--- src/ptupt_pkg.sv ---
// Shared types and constants for the per-tag usage and peak tracker.
// No dependencies; imported by ptupt_update and per_tag_usage_peak_tracker.
package ptupt_pkg;

  localparam int TAG_COUNT_DEF = 256;
  localparam int TAG_IDX_W     = 8;
  localparam int CHANGE_W      = 48;
  localparam int AMOUNT_W      = 64;
  localparam int COUNT_W       = 32;
  localparam int CFG_IDX_W     = 1;
  localparam int CFG_DATA_W    = 8;

  // Configuration register indexes.
  localparam logic [CFG_IDX_W-1:0] REG_TRACKING_ENABLED = 1'd0;
  localparam logic [CFG_IDX_W-1:0] REG_PAUSED_TAG_INDEX = 1'd1;

  // One table entry as stored in the statistics memory.
  typedef struct packed {
    logic [AMOUNT_W-1:0] amount;
    logic [AMOUNT_W-1:0] peak;
    logic [COUNT_W-1:0]  count;
  } entry_t;

  localparam int ENTRY_W = $bits(entry_t);

endpackage

--- src/ptupt_update.sv ---
// Entry update: applies one signed change to a tag's amount, count and peak.
// Depends on ptupt_pkg for entry_t and the field widths.
module ptupt_update (
  input  ptupt_pkg::entry_t                    old_entry,
  input  logic signed [ptupt_pkg::CHANGE_W-1:0] change,
  input  logic                                  apply,
  output ptupt_pkg::entry_t                    new_entry
);
  import ptupt_pkg::*;

  logic [AMOUNT_W-1:0] delta_ext;
  logic [AMOUNT_W-1:0] sum;
  logic                is_alloc;

  assign delta_ext = {{(AMOUNT_W - CHANGE_W){change[CHANGE_W-1]}}, change};
  assign sum       = old_entry.amount + delta_ext;
  assign is_alloc  = (change != '0) && !change[CHANGE_W-1];

  always_comb begin
    new_entry = old_entry;
    if (apply) begin
      new_entry.amount = sum;
      if (is_alloc) begin
        if (old_entry.count != {COUNT_W{1'b1}}) begin
          new_entry.count = old_entry.count + COUNT_W'(1);
        end
        if ($signed(sum) > $signed(old_entry.peak)) begin
          new_entry.peak = sum;
        end
      end
    end
  end

endmodule

--- config.mk ---
export PLATFORM = sky130hd
export DESIGN_NAME = ptupt_update
export DESIGN_NICKNAME = d
export VERILOG_FILES = /design/src/ptupt_pkg.sv /design/src/ptupt_update.sv
export SDC_FILE = /design/constraint.sdc
export NUM_CORES = 1
export LEC_CHECK = 0
export ABC_AREA = 1
export BUFFER_PORTS_ARGS = -buffer_cell sky130_fd_sc_hd__clkbuf_2
export CAP_MARGIN = 0
export CORE_MARGIN = 4
export CORE_UTILIZATION = 45
export DETAILED_ROUTE_END_ITERATION = 8
export PLACE_DENSITY = 0.75
export RECOVER_POWER = 100
export SYNTH_ARGS = -nofsm -noshare
export SYNTH_HDL_FRONTEND = slang
export SYNTH_SLANG_ARGS = --single-unit
--- constraint.sdc ---
create_clock -name vclk -period 12.9
set_clock_uncertainty 0.2 [all_clocks]
set_input_delay 2.58 -clock vclk [all_inputs]
set_output_delay 2.58 -clock vclk [all_outputs]
set_load 0.03 [all_outputs]
---- Word level (Yosys, flattened, before mapping) ----
Index checks and enable logic that the tools add are counted.
word-level totals
  word-level logic and storage cells ...... 11
  output and inout port bits .............. 160
  register bits ........................... 0
  input bits .............................. 209
cells by class
  muxes and demuxes ....................... 4
  $lt $le $gt $ge ......................... 1
  reductions and logical operators ........ 3
  equal/unequal tests ..................... 1
  add/sub/neg operators ................... 2
operators by type and width
  kind                                                             count
  160-bit 2-to-1 mux                                               1
  96-bit 2-to-1 mux                                                1
  64-bit adder                                                     1
  64-bit > comparator                                              1
  64-bit 2-to-1 mux                                                1
  48-bit nonzero test                                              1
  32-bit by 1-bit adder with 32-bit output, second input constant  1
  32-bit 2-to-1 mux                                                1
  32-bit != test, second input constant                            1
  1-bit logical AND                                                1
  1-bit zero test                                                  1

---- Depth between registers and ports, before layout ----
Gate-level depths: netlist (run 1).
  depth in word-level cells ............... 5
  gate-level depth with buffers ........... 30
  gate-level depth less buffers ........... 29

---- Worst setup path before layout (run 1) ----
OpenSTA, ideal clock, no wires.
  kind .................................... input port to output port
  start ................................... in old_entry[96] (netlist name)
  end ..................................... out new_entry[94] (netlist name)
  data required time ...................... 10,120 ps
  stages .................................. 26
  slack ................................... 4,423 ps
  buffers on the path ..................... 2
  arrival time ............................ 5,697 ps
  cell sequence ........................... ha_1 -> inv_1 -> fa_1 -> inv_1 -> nand3_1 -> nand3_1 -> nand2_1 -> nand2_2 -> nand2_1 -> nand2_2 -> nand2_1 -> nand2_1 -> nand2_1 -> nand3_1 -> nand2_1 -> ha_1 -> nand4_1 -> nor2_2 -> and2_1 -> a21oi_1 -> nand2_1 -> nand2_2 -> buf_6 -> buf_6 -> nand4_1 -> nand2_1
RTL lines
  what                line               text
  start: declaration  ptupt_update.sv:4  input ptupt_pkg::entry_t old_entry,
  end: declaration    ptupt_update.sv:7  output ptupt_pkg::entry_t new_entry

==> results of run 1 <==
## cell usage in the layout (no fill, tap or decap), types with 3 or more instances in the layout
| master | synthesis | final |
|---|---|---|
| nand2_1 | 1043 | 1043 |
| inv_1 | 462 | 462 |
| clkbuf_2 | 0 | 218 |
| nor2_1 | 178 | 179 |
| clkbuf_1 | 16 | 152 |
| ha_1 | 128 | 128 |
| nand4_1 | 99 | 99 |
| nand3_1 | 96 | 96 |
| a21oi_1 | 67 | 67 |
| xor2_1 | 46 | 46 |
| o21ai_0 | 36 | 36 |
| nor3_1 | 29 | 32 |
| a31oi_1 | 31 | 31 |
| nor4_1 | 17 | 17 |
| o21ai_1 | 12 | 12 |
| nand2_2 | 10 | 10 |
| inv_2 | 8 | 8 |
| nor2_2 | 10 | 8 |
| xnor2_1 | 8 | 8 |
| nand3b_1 | 5 | 5 |
| nand3_2 | 3 | 3 |
| o21bai_1 | 3 | 3 |
| nor3_2 | 6 | 3 |
| buf_4 | 1 | 3 |
## tightest hold or removal path, delay by kind of cell
kind,cells,cell delay [ns]
buffers and inverters,2,0.26
AND/OR/NAND/NOR,2,0.11
## cells by family after synthesis
family          after synthesis
simple gates               1503
buf+inv                     520
compound gates              152
fa+ha+maj                   129
xor+xnor                     56
## final timing paths
path / startpoint / endpoint / slack, ns / depth (start not counted)
worst min-delay path: old_entry[82] / new_entry[82] / 5.33 / 4
worst max-delay path: change[47] / new_entry[59] / 1.66 / 21
## metal layers
metal | vias up | routed length, um
li1 | 7979 | -
met1 | 7190 | 22110
met2 | 734 | 23710
met3 | 131 | 4001
met4 | 0 | 2661
met5 | - | 0
## layout make-up
class	count	share of cell area, %
tap	324	3.109
timing repair buffer	373	12.92
inverter	470	13.53
multi-input combinational	1840	70.44
## power breakdown
part / switching (W) / total (W) / internal (W)
registers: 0 / 0 / 0
clock network: 0 / 0 / 0
logic: 0.000607 / 0.000830 / 0.000224
## through the flow
step	util [%]	setup WS, ns	cells
after floorplan	-	4.423	2360
after global placement	54.01	2.696	3007
after detailed placement	54.01	2.659	3007
after CTS	54.01	2.642	3007
after global routing	53.14	1.318	3007
final	53.14	1.660	3007
==> metrics.cfg, run 1 <==
[run_status]
status=finished with violations
failed_checks=capacitance limit, slew limit

[cts]
ctsHoldBuffers=0
post_cts_buffers=0
cts_resized=0

[timing]
fmax_ghz=0.08897
setup_viol=0
final.min_clock_period_ns=11.24
worstMarginPinSlew_ns=3.564
finalCritPeriodShare_pct=87.13
rsz0062_at_grt=false
whs_ns=5.325
hold_viol=0
slew_headroom_pct=-137.6
finalMaxSlewViolations=66
tns_ns=0

[synthesis]
synthMuxAreaShare_pct=0
ys_seq_area_share_pct=0
synth_fa_ha_area_share_pct=14.33
synthTopCellsByCount=nand2_1 (1043), inv_1 (462), nor2_1 (178)
syn_nets=2698
synth_compound_area_share_pct=7.197
synth_top_family_by_area=simple AND/OR/NAND/NOR gates
synthCells=2360
avgSynthCellArea_um2=4.796
yosysUniqueCellTypes=36
synth_top_area_share_pct=34.59
synthesis.area_mm2=0.01132
yosysTopAreaCell=nand2_1
yosys-top-cells-area=nand2_1 (35%), inv_1 (15%), ha_1 (14%), nor2_1 (5.9%), nand4_1 (5.5%)
synth-xor-area-share_pct=4.466
synth-simple-area-share_pct=55.26
synth.most_common_cell=nand2_1
yosys_warnings=0

[route]
route.detailed.wl_per_inst_um=17.45
ant_nets=0
num_vias=16030
routed_via_density=5.332
wirelength_mm=52.48
drcViolationCount=0
drt_iter0_drc=1436
drt_pass1_iterations=7

[floorplan]
floorplan.initialDensity_pct=46.13
fp.dieW_um=166.6
chipHeight_um=166.6
io_pins=369
core_area_mm2=0.02453
dieArea_mm2=0.02775
fp-row-count=57

[critical_path]
end_kind=primary output
worstPathCellList=clkbuf_1 > ha_1 > a21oi_1 > o21ai_0 > a21oi_1 > nand2_1 > a21oi_1 > nand2_1 > nand2_1 > nand2_1 > ha_1 > nand4_1 > nor2_1 > nand3_1 > nor4_2 > nand2_1 > nand3_2 > clkbuf_2 > nand4_1 > nand2_1 > clkbuf_1
cp.required_ns=10.12
crit_buf_inv=3
critPathKind=primary input to primary output
max_stage_delay_ns=1.00
critPathArrivalTime_ns=8.46
path_common_cell=nand2_1
crit_path_start_kind=primary input
cp_slowest_cell=clkbuf_2
cpLargestDelayFamily=buffers and inverters
cp_max_fo=64

[finish]
seq_cell_count=0
finalNetCount=3023
diodes=0
drive_above_1_share_pct=9.691
nFillCells=2960
multi_input_area_mm2=0.009184
final_area_mm2=0.01304
n_clock_buffer=0
area_growth_pct=15.19
ff_latch_area_um2=0

[grt]
grt_pass1_wl_mm=79.17
grt_max_degree=66
grt_pass1_vias=14730
grtUsageMet2_pct=59.81
overflow=0
global_route.usage.met1_pct=45.49
antenna_found_initial=0
track_usage_pct=35.05
busiest_layer=met2
grt_util_met3_pct=3.247

[pwr]
ir_drop_v=0.00003209
powerDensity_mw_per_mm2=63.67
leakage_nw=8.388
total_power_w=0.0008301

[placement]
placed_area_mm2=0.01325
dpl.hpwl_mm=45.97
port_buffers=369
globalplace.congestion=1.010

[min_path]
hold_class=primary input to primary output

[flow_run]
maxCapViolCount=1

No activity file was read; power rests on OpenSTA's default activity.
==> run 2: changes to the inputs <==
--- a/config.mk
+++ b/config.mk
@@ -8,10 +8,12 @@
 export ABC_AREA = 1
 export BUFFER_PORTS_ARGS = -buffer_cell sky130_fd_sc_hd__clkbuf_2
 export CAP_MARGIN = 0
+export CELL_PAD_IN_SITES_DETAIL_PLACEMENT = 1
+export CELL_PAD_IN_SITES_GLOBAL_PLACEMENT = 2
 export CORE_MARGIN = 4
-export CORE_UTILIZATION = 45
+export CORE_UTILIZATION = 26
 export DETAILED_ROUTE_END_ITERATION = 8
-export PLACE_DENSITY = 0.75
+export PLACE_DENSITY = 0.92
 export RECOVER_POWER = 100
 export SYNTH_ARGS = -nofsm -noshare
 export SYNTH_HDL_FRONTEND = slang
==> metrics.cfg, run 2 (synthesis results as in run 1) <==
[timing]
finalMaxSlewViolations=114
rsz0062_at_grt=false
hold_viol=0
final.min_clock_period_ns=11.53
worstMarginPinSlew_ns=2.590
finalCritPeriodShare_pct=89.36
tns_ns=0
slew_headroom_pct=-72.65
fmax_ghz=0.08675
setup_viol=0

[floorplan]
core_area_mm2=0.04308
fp-row-count=76
dieArea_mm2=0.04694
io_pins=369
floorplan.initialDensity_pct=26.28
chipHeight_um=216.6
fp.dieW_um=216.6

[placement]
placed_area_mm2=0.01358
port_buffers=369
dpl.hpwl_mm=56.96
globalplace.congestion=0.9927

[critical_path]
crit_buf_inv=3
path_common_cell=nand2_1
max_stage_delay_ns=1.12
worstPathCellList=clkbuf_1 > ha_1 > nand2_1 > nor2_1 > nand2_1 > nor3_1 > nand3_1 > nand3_1 > nand2_1 > ha_1 > nand2_1 > nor4_1 > and2_0 > a21oi_1 > nand3_2 > clkbuf_2 > nand4_1 > nand2_1 > clkbuf_1
cp_slowest_cell=clkbuf_2
cp.required_ns=10.12
critPathArrivalTime_ns=8.75
crit_path_start_kind=primary input
critPathKind=primary input to primary output
cpLargestDelayFamily=simple AND/OR/NAND/NOR gates
cp_max_fo=64
end_kind=primary output

[cts]
post_cts_buffers=0
cts_resized=0
ctsHoldBuffers=0

[finish]
ff_latch_area_um2=0
n_clock_buffer=0
seq_cell_count=0
layout_commonest_cell=nand2_1
finalNetCount=3024
drive_above_1_share_pct=9.873
diodes=0
fin_util_pct=31.06
final_area_mm2=0.01338
multi_input_area_mm2=0.009186
area_growth_pct=18.22
most-common-layout-cells=nand2_1 (1045), inv_1 (463), clkbuf_2 (223)
nFillCells=6300

[grt]
antenna_found_initial=0
overflow=0
track_usage_pct=25.70
grt_pass1_wl_mm=95.03
grt_pass1_vias=16400
grt_max_degree=86

[route]
drcViolationCount=0
met3_length_mm=2.676
met2WireLength_mm=29.51
routed_via_density=4.853
route.detailed.wl_per_inst_um=19.46
wirelength_mm=63.61
ant_nets=0
num_vias=15860
maxUsedRoutingLayer=met4
drt_iter0_drc=852
drt_pass1_iterations=5
wl_met1_mm=28.75

[flow_run]
maxCapViolCount=2

[run_status]
status=finished with violations
failed_checks=capacitance limit, slew limit

[pwr]
total_power_w=0.0008537
ir_drop_v=0.00002816
powerDensity_mw_per_mm2=63.80
leakage_nw=8.408

[min_path]
hold_class=primary input to primary output

## run 2: cell types whose count changed in the layout (fill, tap and decap cells not counted), sizes merged
cell  previous run  this run
buf              3         4
## run 2: area by class of cell
cell class	instances	area share, %
multi-input combinational	1840	68.66
inverter	470	13.18
timing repair buffer	374	12.69
tap	585	5.470
## run 2: routing by layer
layer,vias up,GRT usage [%]
li1,7950,-
met3,93,1.612
met4,0,9.046
met1,7381,33.83
met5,-,0
met2,440,44.43
## run 2: final timing paths
path | startpoint | end | slack, ns | depth (start not counted)
max | change[47] | new_entry[55] | 1.37 | 19
min | old_entry[72] | new_entry[72] | 5.32 | 4
## run 2: per-stage QoR
step	setup WS, ns	std cells	hold WS, ns
after detailed placement	2.447	3269	5.323
after global routing	1.030	3269	5.341
after CTS	2.432	3269	5.324
final	1.373	3269	5.323
after floorplan	4.423	2360	5.157
after global placement	2.348	3269	5.320
## run 2: power breakdown
part	total (W)	switching, W	internal (W)
clock network	0	0	0
registers	0	0	0
logic	0.000854	0.000629	0.000225
total	0.000854	0.000629	0.000225
==> run 3: changes to the inputs <==
--- a/config.mk
+++ b/config.mk
@@ -6,11 +6,10 @@
 export NUM_CORES = 1
 export LEC_CHECK = 0
 export ABC_AREA = 1
-export BUFFER_PORTS_ARGS = -buffer_cell sky130_fd_sc_hd__clkbuf_2
+export BUFFER_PORTS_ARGS = -buffer_cell sky130_fd_sc_hd__buf_2
 export CAP_MARGIN = 0
 export CELL_PAD_IN_SITES_DETAIL_PLACEMENT = 1
 export CELL_PAD_IN_SITES_GLOBAL_PLACEMENT = 2
-export CORE_MARGIN = 4
 export CORE_UTILIZATION = 26
 export DETAILED_ROUTE_END_ITERATION = 8
 export PLACE_DENSITY = 0.92
==> metrics.cfg, run 3 (synthesis results as in run 1) <==
[pwr]
intPower_w=0.0002249
clkPwrFrac_pct=0
power_frac_comb_pct=100.0
p_seq_share_pct=0
switching_share_pct=73.44
p_switching_w=0.0006218
ir_drop_v=0.00003394
leakage_nw=8.357
powerDensity_mw_per_mm2=63.36

[grt]
track_usage_pct=26.99
grt_max_degree=68
overflow=0
grt_pass1_wl_mm=92.70
antenna_found_initial=1
grt_pass1_vias=15990

[finish]
final_area_mm2=0.01336
finalNetCount=3024
area_growth_pct=18.07
diodes=0
stdcell_count=3269
ff_latch_area_um2=0
most-common-layout-cells=nand2_1 (1045), inv_1 (464), buf_2 (222)
seq_cell_count=0
layout_commonest_cell=nand2_1
drive_above_1_share_pct=9.724
nFillCells=6302
n_clock_buffer=0

[placement]
globalplace.congestion=0.9908
placed_area_mm2=0.01358
placed_cells=3269
dpl_worst_slack_ns=2.160
port_buffers=369
dpl.hpwl_mm=55.11

[critical_path]
cp.required_ns=10.12
critPathArrivalTime_ns=8.58
cp_max_fo=67
end_kind=primary output
critPathKind=primary input to primary output
crit_path_start_kind=primary input

[cts]
ctsHoldBuffers=0
post_cts_buffers=0
cts_resized=0

[route]
routed_via_density=4.806
route.detailed.wl_per_inst_um=18.77
ant_nets=0
drt_pass1_iterations=5
num_vias=15710
wirelength_mm=61.37
drcViolationCount=0
drt_iter0_drc=741

[timing]
finalCritPeriodShare_pct=88.05
rsz0062_at_grt=false
final.min_clock_period_ns=11.36
tns_ns=0
whs_ns=5.321
slew_headroom_pct=-71.02
setup_slack_ns=1.542
setup_viol=0
worstMarginPinSlew_ns=2.565
hold_viol=0
finalMaxSlewViolations=152
fmax_ghz=0.08804

[floorplan]
fp.dieW_um=210.6
floorplan.initialDensity_pct=26.33
dieArea_mm2=0.04437
io_pins=369
fp-row-count=76
core_area_mm2=0.04298
chipHeight_um=210.6

[flow_run]
maxCapViolCount=3

[min_path]
whs_path_depth=4
hold_class=primary input to primary output

[run_status]
status=finished with violations
failed_checks=capacitance limit, slew limit

run 3: final cells by class:
type	count	area, um2	share of cell area [%]
repair buffers	374	1694	12.68
inverters	470	1764	13.20
multi-input cells	1840	9174	68.65
well taps	585	732.0	5.477
run 3: layer usage:
layer | GRT usage, % | routed length, um
met5 | 0 | 13
met4 | 6.297 | 1634
met3 | 0.9515 | 1853
met2 | 48.61 | 29420
met1 | 35.33 | 28450
run 3: critical path, cell delays in order:
cell	delay, ns
clkbuf_2	1.11
clkbuf_1	1.91
inv_1	1.17
clkbuf_1	0.84
o21ai_0	0.51
clkbuf_1	0.35
run 3: metrics by stage:
stage          utilization, %  total power (W)
2_1_floorplan               -        0.0005798
3_3_place_gp            31.61        0.0008485
3_5_place_dp            31.61        0.0008639
4_1_cts                 31.61        0.0008667
5_1_grt                 31.09        0.0009332
6_report                31.09        0.0008467
run 3: path summary, 6_finish.rpt:
kind / end / startpoint
hold / removal: new_entry[36] / old_entry[36]
setup / recovery: new_entry[97] / apply
run 3: power by group through the flow:
stage	logic, W	clock network (W)	registers (W)
2_1_floorplan	0.000580	0	0
3_3_place_gp	0.000849	0	0
3_5_place_dp	0.000864	0	0
4_1_cts	0.000867	0	0
5_1_grt	0.000933	0	0
6_report	0.000847	0	0
